--- config.mk ---
export PLATFORM = sky130hd
export DESIGN_NAME = color_exchange_tolerance_core
export DESIGN_NICKNAME = d
export VERILOG_FILES = /design/src/sv/cxt_pkg.sv /design/src/sv/cxt_chan.sv /design/src/sv/color_exchange_tolerance_core.sv
export SDC_FILE = /design/constraint.sdc
export NUM_CORES = 1
export LEC_CHECK = 0
export CELL_PAD_IN_SITES_DETAIL_PLACEMENT = 1
export CELL_PAD_IN_SITES_GLOBAL_PLACEMENT = 1
export CORE_MARGIN = 2
export CORE_UTILIZATION = 35
export CTS_CLUSTER_SIZE = 10
export DETAILED_ROUTE_END_ITERATION = 7
export DONT_BUFFER_PORTS = 1
export PLACE_DENSITY = 0.68
export RECOVER_POWER = 100
export SETUP_SLACK_MARGIN = 0.4
export SYNTH_ARGS = -nofsm -noshare
export SYNTH_HDL_FRONTEND = slang
export SYNTH_HIERARCHICAL = 1
export SYNTH_SLANG_ARGS = --single-unit
--- constraint.sdc ---
create_clock -name clock -period 11 [get_ports clock]
set_clock_uncertainty 0.1 [all_clocks]
set_input_delay 3.3 -clock clock [delete_from_list [all_inputs] [get_ports clock]]
set_output_delay 3.3 -clock clock [all_outputs]
set_load 0.02 [all_outputs]
--- src/sv/cxt_pkg.sv ---
`timescale 1ns / 1ps

package cxt_pkg;

   // channel range
   localparam int unsigned CHAN_W = 8;
   localparam logic [CHAN_W-1:0] CHAN_MAX = 8'd255;

   // register file
   localparam int unsigned CSR_DATA_W = 24;
   localparam int unsigned CSR_INDEX_W = 2;

   typedef logic [CHAN_W-1:0]      chan_type;
   typedef logic [CSR_DATA_W-1:0]  color_type;
   typedef logic [CSR_INDEX_W-1:0] csr_index_type;

   localparam csr_index_type CSR_SOURCE_COLOR = 2'd0;
   localparam csr_index_type CSR_TARGET_COLOR = 2'd1;
   localparam csr_index_type CSR_TOLERANCE    = 2'd2;

   // packed colour field positions
   localparam int unsigned RED_LSB   = 16;
   localparam int unsigned GREEN_LSB = 8;
   localparam int unsigned BLUE_LSB  = 0;

   // result of one colour channel
   typedef struct packed {
      logic     hit;
      chan_type value;
   } chan_res_type;

endpackage

--- src/sv/cxt_chan.sv ---
`timescale 1ns / 1ps

module cxt_chan (
   input  cxt_pkg::chan_type     pix,
   input  cxt_pkg::chan_type     src,
   input  cxt_pkg::chan_type     tol,
   input  cxt_pkg::chan_type     dst,
   output cxt_pkg::chan_res_type res
);

   logic [cxt_pkg::CHAN_W-1:0] lo;
   logic [cxt_pkg::CHAN_W:0]   hi_sum;
   logic [cxt_pkg::CHAN_W-1:0] hi;
   logic [cxt_pkg::CHAN_W-1:0] delta;
   logic [cxt_pkg::CHAN_W:0]   repl_sum;

   // form the window, saturated at both ends
   assign lo     = (src > tol) ? (src - tol) : '0;
   assign hi_sum = {1'b0, src} + {1'b0, tol};
   assign hi     = hi_sum[cxt_pkg::CHAN_W] ? cxt_pkg::CHAN_MAX : hi_sum[cxt_pkg::CHAN_W-1:0];

   // distance from the source colour
   assign delta    = (pix > src) ? (pix - src) : (src - pix);
   assign repl_sum = {1'b0, dst} + {1'b0, delta};

   assign res.hit   = (pix >= lo) && (pix <= hi);
   assign res.value = repl_sum[cxt_pkg::CHAN_W] ? cxt_pkg::CHAN_MAX
                                                : repl_sum[cxt_pkg::CHAN_W-1:0];

endmodule

--- src/sv/color_exchange_tolerance_core.sv ---
`timescale 1ns / 1ps

// Colour exchange with tolerance. Each RGBA pixel beat on the req_ channel
// gives exactly one pixel beat on the rsp_ channel, in order. When red, green
// and blue all lie within source colour +/- tolerance (inclusive, clipped to
// 0..255), each colour channel becomes target + |pixel - source|, clipped at
// 255; otherwise the colour passes unchanged. Alpha is always copied. The
// block takes one pixel every cycle while req_stall is low; a pixel taken
// into the input register moves on into the result register once that
// register is free, and is offered on rsp_ from there. A stall on rsp_
// backs up into req_stall only once both registers are full. Write the
// csr_ registers (0 source, 1 target, 2 tolerance; others ignored) only while
// no pixel is in flight.
module color_exchange_tolerance_core (
   input  logic                        clock,
   input  logic                        reset,
   // configuration
   input  logic                        csr_wr_en,
   input  cxt_pkg::csr_index_type      csr_index,
   input  cxt_pkg::color_type          csr_data,
   // pixel in
   input  logic                        req_valid,
   output logic                        req_stall,
   input  cxt_pkg::chan_type           req_red_in,
   input  cxt_pkg::chan_type           req_green_in,
   input  cxt_pkg::chan_type           req_blue_in,
   input  cxt_pkg::chan_type           req_alpha_in,
   // pixel out
   output logic                        rsp_valid,
   input  logic                        rsp_stall,
   output cxt_pkg::chan_type           rsp_red_out,
   output cxt_pkg::chan_type           rsp_green_out,
   output cxt_pkg::chan_type           rsp_blue_out,
   output cxt_pkg::chan_type           rsp_alpha_out
);

   cxt_pkg::color_type source_ff, target_ff, tol_ff;

   logic              in_valid_ff, in_valid_in;
   cxt_pkg::chan_type in_red_ff, in_green_ff, in_blue_ff, in_alpha_ff;

   logic              out_valid_ff, out_valid_in;
   cxt_pkg::chan_type out_red_ff, out_green_ff, out_blue_ff, out_alpha_ff;
   cxt_pkg::chan_type out_red_in, out_green_in, out_blue_in;

   logic req_take, out_free, in_move;

   cxt_pkg::chan_res_type red_res, green_res, blue_res;
   logic                  all_hit;

   // configuration registers
   always_ff @(posedge clock) begin
      if (reset) begin
         source_ff <= '0;
         target_ff <= '0;
         tol_ff    <= '0;
      end else if (csr_wr_en) begin
         case (csr_index)
            cxt_pkg::CSR_SOURCE_COLOR: source_ff <= csr_data;
            cxt_pkg::CSR_TARGET_COLOR: target_ff <= csr_data;
            cxt_pkg::CSR_TOLERANCE:    tol_ff    <= csr_data;
            default: ;
         endcase
      end
   end

   // handshake: the result register frees when empty or being taken
   assign out_free  = !out_valid_ff || !rsp_stall;
   assign in_move   = in_valid_ff && out_free;
   assign req_stall = in_valid_ff && !out_free;
   assign req_take  = req_valid && !req_stall;

   assign in_valid_in  = req_take ? 1'b1 : (in_move ? 1'b0 : in_valid_ff);
   assign out_valid_in = in_move ? 1'b1 : (out_free ? 1'b0 : out_valid_ff);

   // input register
   always_ff @(posedge clock) begin
      if (reset) begin
         in_valid_ff <= 1'b0;
      end else begin
         in_valid_ff <= in_valid_in;
      end
   end

   always_ff @(posedge clock) begin
      if (req_take) begin
         in_red_ff   <= req_red_in;
         in_green_ff <= req_green_in;
         in_blue_ff  <= req_blue_in;
         in_alpha_ff <= req_alpha_in;
      end
   end

   // per-channel window test and replacement
   cxt_chan u_red (
      .pix (in_red_ff),
      .src (source_ff[cxt_pkg::RED_LSB +: cxt_pkg::CHAN_W]),
      .tol (tol_ff[cxt_pkg::RED_LSB +: cxt_pkg::CHAN_W]),
      .dst (target_ff[cxt_pkg::RED_LSB +: cxt_pkg::CHAN_W]),
      .res (red_res)
   );

   cxt_chan u_green (
      .pix (in_green_ff),
      .src (source_ff[cxt_pkg::GREEN_LSB +: cxt_pkg::CHAN_W]),
      .tol (tol_ff[cxt_pkg::GREEN_LSB +: cxt_pkg::CHAN_W]),
      .dst (target_ff[cxt_pkg::GREEN_LSB +: cxt_pkg::CHAN_W]),
      .res (green_res)
   );

   cxt_chan u_blue (
      .pix (in_blue_ff),
      .src (source_ff[cxt_pkg::BLUE_LSB +: cxt_pkg::CHAN_W]),
      .tol (tol_ff[cxt_pkg::BLUE_LSB +: cxt_pkg::CHAN_W]),
      .dst (target_ff[cxt_pkg::BLUE_LSB +: cxt_pkg::CHAN_W]),
      .res (blue_res)
   );

   // replace only when every colour channel matches
   assign all_hit      = red_res.hit && green_res.hit && blue_res.hit;
   assign out_red_in   = all_hit ? red_res.value   : in_red_ff;
   assign out_green_in = all_hit ? green_res.value : in_green_ff;
   assign out_blue_in  = all_hit ? blue_res.value  : in_blue_ff;

   // result register
   always_ff @(posedge clock) begin
      if (reset) begin
         out_valid_ff <= 1'b0;
      end else begin
         out_valid_ff <= out_valid_in;
      end
   end

   always_ff @(posedge clock) begin
      if (in_move) begin
         out_red_ff   <= out_red_in;
         out_green_ff <= out_green_in;
         out_blue_ff  <= out_blue_in;
         out_alpha_ff <= in_alpha_ff;
      end
   end

   assign rsp_valid     = out_valid_ff;
   assign rsp_red_out   = out_red_ff;
   assign rsp_green_out = out_green_ff;
   assign rsp_blue_out  = out_blue_ff;
   assign rsp_alpha_out = out_alpha_ff;

endmodule

# Word level (Yosys, flattened, before mapping)
# Index checks and enable logic that the tools add are counted.
# Widths: inputs -> output; s select.
# word_totals
register_bits	138
latch_bits	0
ram_bits	0
mem_bits_ro	0
in_bits	63
output_inout_bits	34
elab_cells	80
n_memories	0
# classes
add_sub_neg	15
n_mul	0
div_mod_pow	0
magnitude_cmp	12
eq_ne	2
n_shift	0
n_mux	19
bitwise	0
reduce_logical	19
# op_table
cell	n
$mux 8	15
$sub 8x8->8	9
$add 8x8->9	6
$gt 8x8->1	6
$ge 8x8->1	3
$le 8x8->1	3
$logic_and 1x1->1	8
$reduce_and 2->1	3
$logic_not 1->1	4
$mux 1	4
$reduce_bool 2->1	2
$eq 2x1->1 const B	1
$eq 2x2->1 const B	1
$logic_not 2->1	1
$logic_or 1x1->1	1

# Logic depth before layout (Yosys ltp)
# Gate-level depths: netlist of the first run.
# depth
depth_word	7
ltp_mapped	17
mapped_depth_nobuf	16

# Hierarchy
# The synthesis of the first run kept the hierarchy.
# by_module_without_submodules
module	n_inst	cells_per_inst	area_per_inst_um2	seq_area_each_um2
color_exchange_tolerance_core	1	365	5218.8	3403.3
cxt_chan at u_green	1	290	2173.3	0.0
cxt_chan at u_blue	1	286	2158.3	0.0
cxt_chan at u_red	1	276	2158.3	0.0

# Worst setup path before layout of the first run
# Ideal clock, no wire load.
# synth_path
path_kind	input-to-output
startpoint	input port rsp_stall
endpoint	output port req_stall
arrival_time_ps	3554
required_time_ps	7600
path_slack_ps	4046
path_stages	2
path_buffers	0
cell_sequence	nand3_1 -> inv_1
# synth_via
elab_chain_cells	4
# synth_rtl
item	line	rtl
start: declaration	color_exchange_tolerance_core.sv:30	input logic rsp_stall,
$logic_not 1->1	color_exchange_tolerance_core.sv:68	assign out_free = !out_valid_ff || !rsp_stall;
$logic_or 1x1->1	color_exchange_tolerance_core.sv:68	
$logic_not 1->1	color_exchange_tolerance_core.sv:70	assign req_stall = in_valid_ff && !out_free;
$logic_and 1x1->1	color_exchange_tolerance_core.sv:70	
end: declaration	color_exchange_tolerance_core.sv:23	output logic req_stall,
# No other way between the ends.

# Worst setup path in the final report of the first run
# Ends and elaborated chain as after synthesis.

==> results of run 1 <==
[layer usage]
metal  wire, µm  share of wire
met5          0              0
met4        537          0.017
met3       1300          0.042
met2      15000           0.48
met1      14500           0.46
[cell families (layout without fill, tap and decap cells)]
logic type,Yosys count,in the layout,synth area share
XOR/XNOR,39,39,0.0292
AND/OR/NAND/NOR,319,319,0.157
adder cells (fa/ha/maj),180,180,0.202
flip-flops,138,138,0.291
AO/OA/AOI/OAI,264,264,0.157
multiplexers,120,120,0.107
buffers and inverters,157,153,0.0580
[power by group]
group	internal, mW	switching (mW)
combinational	0.172	0.218
clock	0.302	0.272
sequential	0.563	0.0332
[sequential cells by signal (all words and copies together) (netlist names), 8 cells and up]
signal and cells:
in_alpha_ff 8, in_red_ff 8, rsp_alpha_out 8, rsp_green_out 8
source_ff 24, tol_ff 24, in_green_ff 8, rsp_blue_out 8
in_blue_ff 8, rsp_red_out 8, target_ff 24
[path summary, 6_finish.rpt]
path	slack (ns)	endpoint	depth (start not counted)
worst max register to register	4.86	rsp_red_out[3]	16
worst min-delay path	0.31	rsp_alpha_out[1]	0
worst max-delay path	3.97	req_stall	2
worst min register to register	0.31	rsp_alpha_out[1]	0
[stage by stage]
step,std cells,utilization,setup WS (ns),hold WS (ns)
detailed placement,1623,0.369,3.96,0.305
global placement,1623,0.369,3.98,0.302
CTS,1655,0.387,3.96,0.313
finish,1655,0.385,3.97,0.311
floorplan,1217,-,4.05,0.300
global route,1655,0.385,3.95,0.332
[area by class of cell]
type,instances,area (µm²)
Fill cell,3776,20100
Timing Repair Buffer,5,18.8
Tap cell,442,553
Sequential cell,138,3400
Clock inverter,15,143
Multi-Input combinational cell,922,7630
Clock buffer,17,425
Inverter,116,435
[cell usage in the layout (no fill, tap or decap), types with 8 or more instances in the layout]
| cell | n |
|---|---|
| sky130_fd_sc_hd__a21o_1 | 23 |
| sky130_fd_sc_hd__a211oi_1 | 16 |
| sky130_fd_sc_hd__o2111ai_1 | 10 |
| sky130_fd_sc_hd__o21ai_1 | 8 |
| sky130_fd_sc_hd__nor3_1 | 23 |
| sky130_fd_sc_hd__nor2b_1 | 22 |
| sky130_fd_sc_hd__nand2_1 | 33 |
| sky130_fd_sc_hd__xnor2_1 | 15 |
| sky130_fd_sc_hd__xor2_1 | 24 |
| sky130_fd_sc_hd__nand2b_1 | 114 |
| sky130_fd_sc_hd__nor2_1 | 31 |
| sky130_fd_sc_hd__and3_1 | 9 |
| sky130_fd_sc_hd__mux2_2 | 23 |
| sky130_fd_sc_hd__fa_1 | 15 |
| sky130_fd_sc_hd__a21oi_1 | 76 |
| sky130_fd_sc_hd__inv_1 | 109 |
| sky130_fd_sc_hd__a31oi_1 | 10 |
| sky130_fd_sc_hd__o211ai_1 | 18 |
| sky130_fd_sc_hd__o21ai_0 | 34 |
| sky130_fd_sc_hd__ha_1 | 165 |
| sky130_fd_sc_hd__nand3_1 | 35 |
| sky130_fd_sc_hd__nand4_1 | 12 |
| sky130_fd_sc_hd__o21a_1 | 14 |
| sky130_fd_sc_hd__clkbuf_16 | 17 |
| sky130_fd_sc_hd__mux2i_1 | 92 |
| sky130_fd_sc_hd__edfxtp_1 | 64 |
| sky130_fd_sc_hd__dfxtp_1 | 74 |
| sky130_fd_sc_hd__or3_1 | 9 |
==> key figures, run 1 <==
Critical path
  • Largest fanout of any net on the critical path: 3
  • Critical path's slowest cell: sky130_fd_sc_hd__inv_1
  • Worst endpoint data arrival time: 3.63 ns
  • Critical path endpoint category: output port
  • Buf/Inv on CP: 1
  • R2r startpoint: source_ff[1]
  • Critical Path Max Stage Delay: 0.25 ns
  • Critical setup path kind: in2out
  • Required @ worst endpoint: 7.60 ns
  • Origin of the worst setup path: rsp_stall
  • Ordered cell list for the critical path: nand3_1 > inv_1
  • Type of origin of the critical path: input port
  • Worst path top cell family by delay: buffers and inverters

Global route
  • Via count of the first global-routing pass: 9,408
  • Maximum number of pins on one net before global-route repair: 99
  • Residual overflow from global routing: 0
  • GR Layer Usage met2: 0.311
  • Global-route layer with the greatest usage: met2
  • Met3 track demand over resource: 0.0463
  • Global Route met1 Usage: 0.230
  • First-pass GRT wire length: 50,700 µm
  • Number of antenna violations at the first check in global routing: 0
  • Overall Global Routing Usage: 0.184

Route
  • Detailed-route via count: 8,783
  • Remaining antenna violation count: 0
  • Drt via density: 5.31
  • Initial DRT Pass Iterations: 6
  • Detail-routed net length per standard cell: 18.9 µm
  • Drt initial violations: 350
  • Final routed wirelength across all metal layers: 31,300 µm
  • Remaining design rule violation count: 0

Power and ir drop
  • Total power after layout: 1.56 mW
  • Pleak: 5.44 nW
  • VDD IR-drop max: 0.118 mV
  • Pwr dens: 124 nW/µm²

Yosys
  • Post-synthesis cell type count: 75
  • Most frequent cell after synthesis: sky130_fd_sc_hd__ha_1
  • Most used DFF post-synth: sky130_fd_sc_hd__dfxtp_1
  • Seq/Total Area, Yosys: 0.291
  • Post-synthesis async set-or-reset flop share: 0
  • Portion of synthesized cell area occupied by the leading cell type: 0.176
  • Most numerous cell types in the synthesized netlist: 165 x sky130_fd_sc_hd__ha_1, 114 x sky130_fd_sc_hd__nand2b_1, 109 x sky130_fd_sc_hd__inv_1, 92 x sky130_fd_sc_hd__mux2i_1, 76 x sky130_fd_sc_hd__a21oi_1
  • Number of synthesized flops with an enable pin: 64
  • Synth top area cells: sky130_fd_sc_hd__ha_1 18%, sky130_fd_sc_hd__edfxtp_1 16%, sky130_fd_sc_hd__dfxtp_1 13%, sky130_fd_sc_hd__mux2i_1 7.9%, sky130_fd_sc_hd__nand2b_1 6.1%
  • Yosys warns: 6
  • Area leader, netlist: sky130_fd_sc_hd__ha_1
  • Synthesized netlist net count: 1,460
  • Mean instance size in the synthesized netlist: 9.62 µm²
  • Seq cells post-synth: 138
  • Cell Area, Synth: 11,700 µm²
  • Number of instances in the synthesized netlist: 1,217

Place
  • Detailed-placement wirelength estimate: 23,900 µm
  • Standard cell area after detailed placement: 12,100 µm²
  • Quantity of I/O buffers inserted on ports: 0
  • GP Congestion: 0.848

STA
  • Hold Violations, Final: 0
  • Setup Viol. Count Final: 0
  • Highest Clock Rate: 0.142 GHz
  • Share of the clock period used by the worst path: 0.639
  • Final critical-path required period: 7.03 ns
  • Transition time of the tightest slew-check pin: 2.34 ns
  • Headroom to the max-slew limit: -0.560
  • Final Max Slew Viols: 135
  • Final total negative setup slack: 0 ns
  • RSZ-0062 raised after global routing: no

Finish
  • Final cell area excluding filler cells: 12,600 µm²
  • Area growth from synthesis to layout: 7.66%
  • Final antenna diode count: 0
  • Fraction of final layout cells sized beyond drive strength 1: 0.0684
  • Final net count: 1,443

Clock network
  • Clk_lat worst skew: 0.45 ns
  • Root buffer cell: sky130_fd_sc_hd__clkbuf_16
  • Number of post-CTS setup repair buffers: 0
  • Register clock-pin slew on the reported worst setup and hold paths: 0.07 ns
  • Max H-tree Level: 4
  • Cts hold-fix bufs: 0
  • TritonCTS clock tree: done
  • Clk buf depth: 2
  • Num CTS Buffers: 17
  • Post-CTS Resized: 0
  • Number of sinks driven by the clock tree: 138

Run status
  • Status: complete, but fails checks
  • Violations in the final reports: max-capacitance violations, max-slew violations

Worst hold path
  • Source of the worst hold timing path: in_alpha_ff[1]
  • Min-delay worst type: reg2reg

Die
  • Total Die Area: 34,900 µm²
  • Placement Rows: 66
  • DIE WIDTH: 187 µm
  • Initial core utilization: 0.358
  • Die height: 187 µm
  • I/O pin count: 97
  • Placeable Area: 32,700 µm²

Flow run
  • Max capacitance violation total: 5
(Power assumes the default switching activity.)
==> run 2: changes to the inputs <==
==> constraint.sdc (replaced) <==
create_clock -name clock -period 6.6 [get_ports clock]
set_clock_uncertainty 0.1 [all_clocks]
set_input_delay 1.98 -clock clock [delete_from_list [all_inputs] [get_ports clock]]
set_output_delay 1.98 -clock clock [all_outputs]
set_load 0.02 [all_outputs]
==> key figures, run 2 (synthesized netlist as in run 1, its figures left out) <==
Critical path
  • Critical path's slowest cell: sky130_fd_sc_hd__dfxtp_1
  • Type of origin of the critical path: flip-flop
  • Critical path endpoint category: flip-flop
  • Worst endpoint data arrival time: 5.23 ns
  • Most used cell, CP: sky130_fd_sc_hd__a21oi_1
  • Ordered cell list for the critical path: inv_1 > fa_1 > nand2b_1 > a21oi_1 > o21ai_1 > a21boi_1 > o2111ai_1 > ha_1 > a21oi_1 > o21ai_0 > a221oi_1 > a21boi_0 > o22a_1 > nand3_1 > buf_4 > mux2_2
  • Critical Path Max Stage Delay: 0.52 ns
  • Register-to-register setup slack: 1.47 ns
  • Required @ worst endpoint: 6.69 ns
  • Critical setup path kind: reg2reg
  • Largest fanout of any net on the critical path: 16

Clock network
  • Register clock-pin slew on the reported worst setup and hold paths: 0.07 ns
  • Num CTS Buffers: 17
  • Number of post-CTS setup repair buffers: 0
  • Number of sinks driven by the clock tree: 138
  • Post-CTS Resized: 0
  • Cts hold-fix bufs: 0
  • Clk buf depth: 2
  • Root buffer cell: sky130_fd_sc_hd__clkbuf_16
  • TritonCTS clock tree: done
  • Max H-tree Level: 4
  • Clk_lat worst skew: 0.45 ns

Power and ir drop
  • Pwr dens: 207 nW/µm²
  • Combinational Power Share: 0.251
  • VDD IR-drop max: 0.189 mV
  • Sequential power share: 0.382
  • Proportion of power drawn by the clock network: 0.367
  • Pleak: 5.44 nW
  • Net load switching power: 0.864 mW
  • Switching power share of the total: 0.332
  • Internal cell power: 1.74 mW

Global route
  • Residual overflow from global routing: 0
  • Via count of the first global-routing pass: 9,356
  • Overall Global Routing Usage: 0.184
  • First-pass GRT wire length: 50,700 µm
  • Maximum number of pins on one net before global-route repair: 99
  • Number of antenna violations at the first check in global routing: 1

STA
  • Final worst setup slack: 1.47 ns
  • Headroom to the max-slew limit: -0.500
  • Share of the clock period used by the worst path: 0.778
  • Final Max Slew Viols: 127
  • Minimum hold slack: 0.320 ns
  • Final total negative setup slack: 0 ns
  • Final critical-path required period: 5.13 ns
  • Hold Violations, Final: 0
  • Setup Viol. Count Final: 0
  • Transition time of the tightest slew-check pin: 2.25 ns
  • RSZ-0062 raised after global routing: no
  • Highest Clock Rate: 0.195 GHz

Route
  • Detail-routed net length per standard cell: 19.2 µm
  • Initial DRT Pass Iterations: 4
  • Drt via density: 5.39
  • Remaining design rule violation count: 0
  • Detailed-route via count: 8,919
  • Drt initial violations: 390
  • Final routed wirelength across all metal layers: 31,700 µm
  • Remaining antenna violation count: 0

Die
  • Total Die Area: 34,900 µm²
  • DIE WIDTH: 187 µm
  • I/O pin count: 97
  • Placeable Area: 32,700 µm²
  • Placement Rows: 66
  • Die height: 187 µm
  • Initial core utilization: 0.358

Run status
  • Violations in the final reports: max-capacitance violations, max-slew violations
  • Status: complete, but fails checks

Place
  • Detailed-placement wirelength estimate: 24,300 µm
  • Standard cell area after detailed placement: 12,100 µm²
  • Quantity of I/O buffers inserted on ports: 0
  • GP Congestion: 0.798
  • Pre-CTS setup slack: 1.52 ns

Finish
  • Final antenna diode count: 0
  • Leading registers by flop count: source_ff x24, target_ff x24, tol_ff x24
  • Area growth from synthesis to layout: 7.78%
  • Filler Cell Count: 3,795
  • Fraction of final layout cells sized beyond drive strength 1: 0.0709
  • Reg area: 3400 µm²
  • Footprint of the multi-input gates: 7630 µm²
  • Final cell area excluding filler cells: 12,600 µm²
  • Most common cell after layout, fill and taps aside: sky130_fd_sc_hd__ha_1
  • Final net count: 1,443
  • Leading cell types in the layout, fill and taps excluded: 165 x sky130_fd_sc_hd__ha_1, 114 x sky130_fd_sc_hd__nand2b_1, 109 x sky130_fd_sc_hd__inv_1, 92 x sky130_fd_sc_hd__mux2i_1, 76 x sky130_fd_sc_hd__a21oi_1

Flow run
  • Max capacitance violation total: 5

Worst hold path
  • Min-delay worst type: reg2reg
[run 2: cell type report]
cell class                      count  area share
Clock inverter                     14      0.0101
Sequential cell                   138       0.270
Tap cell                          442      0.0438
Clock buffer                       18      0.0357
Inverter                          116      0.0345
Multi-Input combinational cell    922       0.604
Timing Repair Buffer                5     0.00178
[run 2: layer usage]
| layer | up-vias | track usage | part of all wire |
|---|---|---|---|
| met5 | - | 0 | 0 |
| met4 | 0 | 0.0510 | 0.017 |
| met3 | 33 | 0.0448 | 0.038 |
| met2 | 146 | 0.315 | 0.48 |
| met1 | 4395 | 0.229 | 0.47 |
| li1 | 4345 | - | - |
[run 2: worst paths after layout]
kind	startpoint	end	cells past startpoint
worst min-delay path	in_alpha_ff[0]	rsp_alpha_out[0]	0
worst max-delay path	source_ff[1]	rsp_green_out[5]	16
worst min register to register	in_alpha_ff[0]	rsp_alpha_out[0]	0
worst max register to register	source_ff[1]	rsp_green_out[5]	16
[run 2: power by group through the flow]
stage | Sequential (mW) | Clock (mW) | Combinational [mW]
after floorplan | 0.992 | 0 | 0.522
after global placement | 1.01 | 0 | 0.631
after detailed placement | 1.01 | 0 | 0.651
after CTS | 0.996 | 0.991 | 0.656
after global routing | 1.00 | 1.02 | 0.734
final | 0.995 | 0.958 | 0.654
[run 2: critical path: cells and delay by family, from the launching register on]
family / cells / cell delay [ns]
AND/OR/NAND/NOR: 2 / 0.56
multiplexers: 1 / 0.38
flip-flops: 1 / 0.52
buffers and inverters: 2 / 0.56
AO/OA/AOI/OAI: 9 / 1.98
adder cells (fa/ha/maj): 2 / 0.78
[run 2: through the flow]
stage          cells  power [mW]   util
4_1_cts         1655        2.64  0.387
2_1_floorplan   1217        1.51      -
3_5_place_dp    1623        1.66  0.369
6_report        1655        2.61  0.386
3_3_place_gp    1623        1.64  0.369
5_1_grt         1655        2.76  0.386
